**src/usms_pkg.sv**
```systemverilog
`timescale 1ns / 1ps
// ----------------------------------------------------------------------------
// usms_pkg
// Shared types and codes for the ungapped segment match scorer.
// ----------------------------------------------------------------------------
package usms_pkg;

	localparam int BASE_W    = 8;
	localparam int ACTION_W  = 2;
	localparam int MATCH_W   = 4;
	localparam int MISS_W    = 5;
	localparam int CFG_W     = 5;
	localparam int RESULT_W  = 12;
	localparam logic [RESULT_W-1:0] RESULT_MAX = 12'd4095;

	localparam logic [ACTION_W-1:0] ACT_FIRST  = 2'd0;
	localparam logic [ACTION_W-1:0] ACT_SECOND = 2'd1;
	localparam logic [ACTION_W-1:0] ACT_RUN    = 2'd2;

	localparam logic REG_MATCH    = 1'b0;
	localparam logic REG_MISMATCH = 1'b1;

	localparam logic [MATCH_W-1:0] MATCH_RST = 4'd2;
	localparam logic [MISS_W-1:0]  MISS_RST  = 5'h1F;

	typedef enum logic {
		S_IDLE,
		S_RUN
	} state_t;

	// second-sequence character moving down the cell row
	typedef struct packed {
		logic              vld;
		logic [BASE_W-1:0] base;
	} link_t;

endpackage

```
**src/usms_cell.sv**
```systemverilog
`timescale 1ns / 1ps
// ----------------------------------------------------------------------------
// usms_cell
// One cell of the scoring row: holds one first-sequence base, extends the
// diagonal run score passing through it and keeps the running best.
// ----------------------------------------------------------------------------
module usms_cell
	import usms_pkg::*;
#(
	parameter int IDX = 0,
	parameter int LW  = 9,
	parameter int SW  = 12
) (
	input  logic                     clk,
	input  logic                     arst_n,
	input  logic                     wr_en,
	input  logic [BASE_W-1:0]        wr_base,
	input  logic [LW-1:0]            first_len,
	input  logic [MATCH_W-1:0]       match_score,
	input  logic signed [MISS_W-1:0] mismatch_score,
	input  link_t                    b_in,
	input  logic [SW-1:0]            h_in,
	input  logic [SW-1:0]            best_in,
	output link_t                    b_out,
	output logic [SW-1:0]            h_out,
	output logic [SW-1:0]            best_out
);

	logic [BASE_W-1:0]     a_q;
	link_t                 b_q;
	logic [SW-1:0]         h_s1, h_s2, best_s1, best_s2;
	logic                  pair_vld;
	logic signed [SW+1:0]  step, sum;
	logic [SW-1:0]         h_new, best_new;

	always_ff @(posedge clk) begin
		if (wr_en && first_len == LW'(IDX)) begin
			a_q <= wr_base;
		end
	end

	always_comb begin
		pair_vld = b_in.vld && (LW'(IDX) < first_len);
		if (a_q == b_in.base) begin
			step = $signed({{(SW-2){1'b0}}, match_score});
		end else begin
			step = $signed({{(SW-3){mismatch_score[MISS_W-1]}}, mismatch_score});
		end
		sum = $signed({2'b00, h_in}) + step;
		// clamp at zero: a local run restarts
		if (!pair_vld || sum < 0) begin
			h_new = '0;
		end else begin
			h_new = sum[SW-1:0];
		end
		best_new = (h_new > best_in) ? h_new : best_in;
	end

	// b advances one cell a cycle, the score through h_s1 and h_s2 in each cell, so each
	// score meets the next base of its diagonal
	always_ff @(posedge clk or negedge arst_n) begin
		if (!arst_n) begin
			b_q     <= '0;
			h_s1    <= '0;
			h_s2    <= '0;
			best_s1 <= '0;
			best_s2 <= '0;
		end else begin
			b_q     <= b_in;
			h_s1    <= h_new;
			h_s2    <= h_s1;
			best_s1 <= best_new;
			best_s2 <= best_s1;
		end
	end

	assign b_out    = b_q;
	assign h_out    = h_s2;
	assign best_out = best_s2;

endmodule

```
**config.mk**
```make
export PLATFORM = sky130hd
export DESIGN_NAME = usms_cell
export DESIGN_NICKNAME = d
export VERILOG_FILES = /design/src/usms_pkg.sv /design/src/usms_cell.sv
export SDC_FILE = /design/constraint.sdc
export NUM_CORES = 1
export LEC_CHECK = 0
export BUFFER_PORTS_ARGS = -buffer_cell sky130_fd_sc_hd__buf_2
export CAP_MARGIN = 20
export CORE_MARGIN = 2
export CORE_UTILIZATION = 30
export CTS_CLUSTER_DIAMETER = 150
export DETAILED_ROUTE_END_ITERATION = 7
export HOLD_SLACK_MARGIN = 0.05
export PLACE_DENSITY = 0.64
export SLEW_MARGIN = 20
export SYNTH_ARGS = -nofsm -noshare
export SYNTH_HDL_FRONTEND = slang
export SYNTH_SLANG_ARGS = --single-unit
```
**constraint.sdc**
```tcl
create_clock -name clk -period 11.2 [get_ports clk]
set_input_delay 0.56 -clock clk [delete_from_list [all_inputs] [get_ports clk]]
set_output_delay 0.56 -clock clk [all_outputs]
set_load 0.005 [all_outputs]
```
# Word level (Yosys, flattened, before mapping)
# Cells that the tools add are included.
[word_totals]
word_cells = 20
out_inout_bits = 33
reg_bits = 65
[op_classes]
n_addsub = 1
n_eq_ne = 1
magnitude_cmp = 3
mux = 3
n_reduce_logical = 5
[op_table]
columns = ["op", "count"]
rows = [
  ["2-to-1 mux 12 bit", 2],
  ["adder 13 x 14 -> 14 bit", 1],
  ["< comparator 14 x 1 -> 1 bit (second input constant)", 1],
  ["2-to-1 mux 14 bit", 1],
  ["> comparator 12 bit", 1],
  ["zero test 9 bit", 1],
  ["< comparator 1 x 9 -> 1 bit (first input constant)", 1],
  ["equality test 8 bit", 1],
  ["logical AND 1 bit", 2],
  ["zero test 1 bit", 1],
  ["logical OR 1 bit", 1],
]

# Longest topological paths before layout
# Gate-level depths: netlist (run 1).
[depth]
word_depth = 8
ltp_mapped = 21

# Least setup slack after synthesis (run 1)
# OpenSTA, ideal clock, no wires.
[synth_timing]
path_kind = "input to register"
start = "in b_in[3] (netlist bit)"
end = "reg best_s1[7]"
stages = 20
setup_ns = 0.110
required_ns = 11.090
n_path_buf = 2
slack_ns = 6.229
arrival_time_ns = 4.861
cell_sequence = "xor2_1 nor4_2 nand2_1 mux2_2 ha_1 a211oi_4 o21bai_2 a211o_1 or3_1 a221oi_2 nor3_1 ha_1 a21oi_1 o21ai_0 a221oi_1 a32o_1 clkbuf_1 clkbuf_1 nand2_1 o41ai_1"
[synth_between]
elab_chain_len = 8
[synth_rtl]
columns = ["element", "line_no", "text"]
rows = [
  ["from (decl)", "usms_cell.sv:21", "input link_t b_in,"],
  ["equality test 8 bit *", "usms_cell.sv:44", "if (a_q == b_in.base) begin"],
  ["2-to-1 mux 14 bit *", "usms_cell.sv:44", ""],
  ["adder 13 x 14 -> 14 bit *", "usms_cell.sv:49", "sum = $signed({2'b00, h_in}) + step;"],
  ["< comparator 14 x 1 -> 1 bit", "usms_cell.sv:51", "if (!pair_vld || sum < 0) begin"],
  ["logical OR 1 bit", "usms_cell.sv:51", ""],
  ["2-to-1 mux 12 bit *", "usms_cell.sv:51", ""],
  ["via h_new[7]", "usms_cell.sv:34", "logic [SW-1:0] h_new, best_new;"],
  ["> comparator 12 bit", "usms_cell.sv:56", "best_new = (h_new > best_in) ? h_new : best_in;"],
  ["2-to-1 mux 12 bit *", "usms_cell.sv:56", ""],
  ["via best_new[7]", "usms_cell.sv:34", ""],
  ["to (signal assigned)", "usms_cell.sv:72", "best_s1 <= best_new;"],
  ["to (decl)", "usms_cell.sv:31", "logic [SW-1:0] h_s1, h_s2, best_s1, best_s2;"],
]
# The timed path passes the listed nets; every way through them passes the cells marked *.
# A chain may end at the register's enable or synchronous reset.

# Worst setup path in the final report (run 1)
[layout_timing]
start = "reg a_q[3]"
end = "reg best_s1[4]"
[layout_between]
elab_chain_len = 8
[layout_rtl]
columns = ["element", "line_no", "text"]
rows = [
  ["from (decl)", "usms_cell.sv:29", "logic [BASE_W-1:0] a_q;"],
  ["from (signal assigned)", "usms_cell.sv:38", "a_q <= wr_base;"],
  ["equality test 8 bit *", "usms_cell.sv:44", ""],
  ["2-to-1 mux 14 bit *", "usms_cell.sv:44", ""],
  ["adder 13 x 14 -> 14 bit *", "usms_cell.sv:49", ""],
  ["< comparator 14 x 1 -> 1 bit", "usms_cell.sv:51", ""],
  ["logical OR 1 bit", "usms_cell.sv:51", ""],
  ["2-to-1 mux 12 bit *", "usms_cell.sv:51", ""],
  ["via h_new[7]", "usms_cell.sv:34", ""],
  ["> comparator 12 bit *", "usms_cell.sv:56", ""],
  ["2-to-1 mux 12 bit *", "usms_cell.sv:56", ""],
  ["via best_new[4]", "usms_cell.sv:34", ""],
]
# Marked as above.

==> results.md, run 1 <==
* Initial DRT Pass Iterations at 4
* Worst Path Required at 11.41 ns
* Post-layout util at 0.3996
* FP Rows at 35
* RSZ-0062 raised after global routing: no
* Vias per inst at 4.519
* CTS clk-pin slew, worst paths at roughly 0.070 ns
* Placed Area at 3513 µm²
* # fillers at 938
* Placed wire-length estimate at 4957 µm
* Number of global-route vias before repair at 2,127
* Final hold violations at 0
* Iter 0 DRT Violations at 59
* Critical path arrival at 5.85 ns
* Die area at around 10,000 µm²
* Status: complete, no violations
* Met2 Use GR at 0.1969
* DRT antenna net count at 0
* Root Buffer: clkbuf_8
* Warnings from Yosys at 0
* Postcts setup bufs at 0
* Top delay family on crit path: compound AO/OA/AOI/OAI gates
* Overall power at 0.5509 mW
* CTS tree: built
* Critical Path Max Stage Delay at about 0.66 ns
* Fraction of layout instances using a drive strength above 1 at 0.3842
* Htree depth at 3
* Routing usage on met3 at 0.04378
* Clock tree buffer depth at 2
* Worst VDD drop at 0.05727 mV
* Max_slew headroom at 0.4784
* Final cell count without fillers at 470
* Setup TNS at 0 ns
* Critical path endpoint category: register
* CP max stage cell: o31ai_2
* First-pass GRT wire length at 10,250 µm
* Post-Place Cells at 454
* ANT cells at 0
* HP Start: h_s1[8]$_DFF_PN0_
* Worst R2R Start: a_q[3]$_DFFE_PP_
* Post-synth EDFFs at 8
* Yosys reg bits at 65
* CTS resizes at 0
* Pwr Density at between 100 and 150 nW/µm²
* Final setup fails at 0
* Grt total ovfl at 0
* Met1 Usage GRT at 0.1763
* IO buf count at 94
* WL final at 6295 µm
* Initial core utilization at 0.3108
* Synth Area per Inst at 12.28 µm²
* Final worst path period need at between 5 and 6 ns
* Final std cell area, no fill at between 3000 and 4000 µm²
* Clock sinks at 65
* Clk Latency, worst-skew pair at 0.33 ns
* Vias at between 2,000 and 2,500
* Buffer and inverter count on the worst path at 0
* GPL Wtd Cong at between 0.8 and 0.9
* Worst clock skew at 0.003981 ns
* Placeable Area at 9328 µm²
* CP Launch Type: register
* Seq/Total Area, Yosys at 0.5749
* WL/cell at ~13 µm
* Hold buffers post-CTS at 0
* DR DRC count at 0
* Nets at about 420
* Mapped Cells at 236
* Area of the mapped netlist at 2899 µm²
* Most Crowded Layer GR: met2
* Area grow syn2layout at 28.57%
* Largest net degree at the start of global routing at slightly below 60
* Crit share post-route at 0.5033
* GRT Total Usage at 0.1302
* Max-Cap Viols at 0
* Synth Flop Type: dfrtp_1
* Initial antenna violation count at 0
* Worst-Margin Slew at 0.7777 ns
* Fmax at around 180 MHz
* I/O pins at 95
* Die W at 102.3 µm
* Worst hold path type: reg2reg
* Die height at 102.3 µm
* Crit-path cells: xor2_1, nor4_2, nand2_1, mux2_2, ha_1, a211oi_4, o21bai_2, a211o_1, o31ai_2, nor3_1, ha_1, a21oi_1, o21ai_0, a221oi_1, a32o_1, mux2_2
* Netlist cell types at 50
* Syn nets at 315
* Critical Path Start: a_q[3]$_DFFE_PP_
* CTS buffer count at 9
* Asr flop ratio synth at 0.8769
* Critical Path Fanout Max at 18
* Slew Viols, Final at 0
* Worst Setup Path Type: reg2reg
* LEAKAGE at between 1.5 and 2 nW
==> worst paths after layout <==
path	endpoint	slack [ns]	cells past startpoint
max	best_s1[4]$_DFF_PN0_	5.56	16
min reg2reg	h_out[8]$_DFF_PN0_	0.35	0
min	h_out[8]$_DFF_PN0_	0.35	0
min in group asynchronous	h_out[9]$_DFF_PN0_	0.37	2
max reg2reg	best_s1[4]$_DFF_PN0_	5.56	16
max in group asynchronous	best_out[1]$_DFF_PN0_	10.38	2
==> cells in the final DEF (no fill, tap or decap), drive strengths merged, types with 3 or more instances in the layout <==
cell type / n
xnor2: 4
o31ai: 6
nand2: 16
or3: 4
buf: 96
a31oi: 4
nor3: 8
nand4: 3
or4: 3
mux2: 11
clkbuf: 12
nand3: 8
ha: 16
inv: 18
mux2i: 3
o21ai: 4
a21oi: 6
edfxtp: 8
xor2: 10
dfrtp: 57
nor2: 13
nor4: 3
==> metrics by stage <==
stage | setup WS (ns) | hold slack, ns
final | 5.563 | 0.3486
after CTS | 5.497 | 0.3402
after detailed placement | 5.187 | 0.3347
after global routing | 5.105 | 0.3352
after global placement | 5.479 | 0.3334
after floorplan | 6.229 | 0.2644
==> synthesized netlist by cell type (2+ instances only) <==
master     count  area (µm²)
xnor2_1        4       35.03
or4_1          3       22.52
buf_2          2       10.01
nand3_1        8       40.04
mux2_2        10       112.6
and2_1         2       12.51
edfxtp_1       8       240.2
a31oi_1        4       25.02
clkbuf_1       4       15.01
o21ai_0        2       10.01
a21oi_1        6       30.03
ha_1          16       200.2
dfrtp_1       57        1426
nand4_1        3       18.77
nor3_1         7       35.03
nand2_1       16       60.06
nor2_1        13       48.80
o21ai_1        2       10.01
and3_1         2       12.51
nor4_2         2       25.02
or3_1          4       25.02
mux2i_1        3       30.03
o2111ai_1      2       17.52
o31ai_1        5       37.54
inv_1         17       63.81
xor2_1        10       87.58
==> kinds of logic (layout without fill, tap and decap cells) <==
| family | Yosys count | in the layout | share of synthesized area |
|---|---|---|---|
| AOI/OAI and AO/OA | 37 | 37 | 0.1032 |
| xor gates and xnor gates | 14 | 14 | 0.04229 |
| adders and majority gates | 17 | 17 | 0.07596 |
| buffers and inverters | 24 | 129 | 0.03323 |
| DFF | 65 | 65 | 0.5749 |
| muxes | 14 | 14 | 0.05309 |
| and+or+nand+nor | 65 | 65 | 0.1174 |
==> cell type report <==
type	instances	area (µm²)	share of cell area
repair buffers	96	485.5	0.1302
multi-input cells	147	1136	0.3048
well taps	129	161.4	0.04330
inverters	17	63.81	0.01712
clock inverters	4	48.80	0.01309
clock buffers	12	165.2	0.04431
flip-flops and latches	65	1667	0.4471
==> sequential cells by signal (all words and copies together), names as in the netlist <==
register,count
a_q,8
b_out,9
best_out,12
best_s1,12
h_out,12
h_s1,12
==> report_power, final <==
group / total [mW] / switching, mW / internal [mW]
logic: 0.0805 / 0.0445 / 0.0360
registers: 0.263 / 0.00443 / 0.259
clock network: 0.207 / 0.0866 / 0.121
total: 0.551 / 0.136 / 0.415
==> per-layer routing <==
metal / share of wire / wire (µm)
met2: 0.45 / 2856
met3: 0.069 / 437
met5: 0 / 0
met1: 0.47 / 2938
met4: 0.0098 / 62
Note: power is estimated with default switching activity, not from simulation.
==> run 2: changes to the inputs <==
- PLACE_DENSITY: 0.64 -> 0.66
- clock period: 11.2 -> 4.93 ns (I/O delays scaled with it)
==> results.md, run 2 (same netlist as run 1, synthesis figures left out) <==
* Max_slew headroom at 0.5339 (+0.05549)
* Critical Path Fanout Max at 5 (-13)
* DRT antenna net count at 0 (unchanged)
* Nets at 449 (+8.2%)
* RSZ-0062 raised after global routing: yes
* Initial core utilization at 0.3108 (unchanged)
* Number of global-route vias before repair at 2,266 (+6.5%)
* Die area at 10,470 µm² (unchanged)
* Area grow syn2layout at 42.47%
* LEAKAGE at 2.037 nW (+13%)
* Hold slack at 0.04858 ns (-0.3000 ns)
* Worst Path Required at 5.15 ns (-6.26 ns)
* Placed wire-length estimate at 5129 µm (+3.5%)
* Vias per inst at 4.560 (+0.89%)
* Die height at 102.3 µm (unchanged)
* CTS clk-pin slew, worst paths at 0.07 ns (about the same)
* # fillers at 894 (-4.7%)
* Worst clock skew at 0.01205 ns (+0.008068 ns)
* Critical path endpoint category: register
* Final setup margin at 0.05974 ns (-5.503 ns)
* Pwr Density at 307.0 nW/µm² (+110%)
* Pre-CTS WS at -0.1847 ns (-5.371 ns)
* Critical Path Max Stage Delay at 0.42 ns (-0.24 ns)
* Fmax at 205.3 MHz (+16%)
* Root Buffer: clkbuf_8
* Final setup fails at 0 (unchanged)
* Worst hold path type: in2async
* Post-layout util at 0.4428 (+0.04319)
* Worst-Margin Slew at 0.6992 ns (-0.07856 ns)
* Initial antenna violation count at 0 (unchanged)
* Reg2reg path depth at 19 (+3)
* Status: complete, no violations
* Slew Viols, Final at 0 (unchanged)
* Most frequent cells in the layout: buf_2, dfrtp_1, buf_4, inv_1, ha_1
* CP max stage cell: or3_4
* Commonest non-fill, non-tap cell in the layout: buf_2
* I/O pins at 95 (unchanged)
* Max-Cap Viols at 0 (unchanged)
* Critical path arrival at 5.09 ns (-0.76 ns)
* RR Endpoint: best_s1[3]$_DFF_PN0_
* Die W at 102.3 µm (unchanged)
* Placed Area at 3558 µm² (+1.3%)
* Iter 0 DRT Violations at 101 (+71%)
* Final std cell area, no fill at 4130 µm² (+11%)
* Largest net degree at the start of global routing at 58 (unchanged)
* GRT Total Usage at 0.1396 (+0.009393)
* Setup TNS at 0 ns (unchanged)
* Htree depth at 3 (unchanged)
* WL final at 7004 µm (+11%)
* Fraction of layout instances using a drive strength above 1 at 0.4572 (+0.07306)
* Worst R2R Start: a_q[3]$_DFFE_PP_
* Placeable Area at 9328 µm² (unchanged)
* Final cell count without fillers at 504 (+7.2%)
* Worst VDD drop at 0.1361 mV (+140%)
* Crit-path cells: xor2_1, nor4_2, nand2_2, buf_6, mux2_4, ha_4, a211oi_4, o21bai_2, a211o_1, or3_4, a221oi_4, nor3_2, ha_1, a21oi_2, o21ai_2, a221oi_2, a32o_2, buf_6, mux2_4
* Clock sinks at 65 (unchanged)
* Final worst path period need at 4.870 ns (-0.7669 ns)
* Initial DRT Pass Iterations at 4 (unchanged)
* Vias at 2,298 (+8.2%)
* CP Launch Type: register
* Post-Place Cells at 460 (+1.3%)
* First-pass GRT wire length at 10,970 µm (+7.1%)
* Overall power at 1.268 mW (+130%)
* Grt total ovfl at 0 (unchanged)
* FP Rows at 35 (unchanged)
* R2r setup slk at 0.06 ns (-5.50 ns)
* Clock tree buffer depth at 2 (unchanged)
* Final hold violations at 0 (unchanged)
* Worst Setup Path Type: reg2reg
* CTS tree: built
* IO buf count at 94 (unchanged)
* Crit share post-route at 0.9879 (+0.4846)
* Clk Latency, worst-skew pair at 0.34 ns (about the same)
* WL/cell at 13.90 µm (+3.8%)
* CTS buffer count at 9 (unchanged)
* GPL Wtd Cong at 0.8431 (+2.9%)
* DR DRC count at 0 (unchanged)
run 2: how the worst max path moves through the flow:
stage                startpoint                    end  slack, ns  cells past startpoint
4_1_cts        a_q[3]$_DFFE_PP_  best_s1[11]$_DFF_PN0_      0.001                     17
6_report       a_q[3]$_DFFE_PP_   best_s1[3]$_DFF_PN0_       0.06                     19
3_3_place_gp            b_in[3]   best_s1[1]$_DFF_PN0_      -0.06                     18
2_1_floorplan  a_q[3]$_DFFE_PP_   best_s1[7]$_DFF_PN0_       0.16                     20
3_5_place_dp            b_in[3]  best_s1[11]$_DFF_PN0_      -0.18                     18
5_1_grt        a_q[4]$_DFFE_PP_   best_s1[3]$_DFF_PN0_      -0.21                     19
run 2: worst max-delay path, delay by kind of cell (launching register included):
kind,cells,cell delay (ns)
mux,2,0.61
flops,1,0.38
buf+inv,2,0.29
fa+ha+maj,2,0.54
xor+xnor,1,0.15
compound gates,8,1.73
simple gates,4,1.06
run 2: area by class of cell:
| cell class | instances | area, µm² | share of cell area |
|---|---|---|---|
| Tap cell | 129 | 161.4 | 0.03908 |
| Multi-Input combinational cell | 147 | 1261 | 0.3054 |
| Inverter | 17 | 63.81 | 0.01545 |
| Clock buffer | 12 | 145.1 | 0.03514 |
| Antenna cell | 1 | 2.502 | 0.0006059 |
| Timing Repair Buffer | 130 | 788.3 | 0.1909 |
| Clock inverter | 3 | 41.29 | 0.009997 |
| Sequential cell | 65 | 1667 | 0.4035 |
run 2: where the power goes:
group | leakage [nW] | internal (mW) | switching, mW
combinational | 1.17 | 0.118 | 0.117
clock | 0.0968 | 0.244 | 0.191
sequential | 0.774 | 0.588 | 0.0106
total | 2.04 | 0.949 | 0.319
run 2: what timing repair did:
action	CTS	global route
setup buffers	11	10
endpoints found under the setup margin	11	12
pin swaps	6	13
gates cloned	0	0
endpoints found under the hold margin	8	0
hold buffers	8	0
resized for setup	1	34
run 2: metal layers:
metal | routed length [µm] | vias to the layer above | global-route usage | share of wire
met5 | 0 | - | 0 | 0
met4 | 82 | 0 | 0.03692 | 0.012
met3 | 538 | 7 | 0.04925 | 0.077
li1 | - | 1114 | - | -
met1 | 2960 | 1086 | 0.1742 | 0.42
met2 | 3422 | 91 | 0.2313 | 0.49
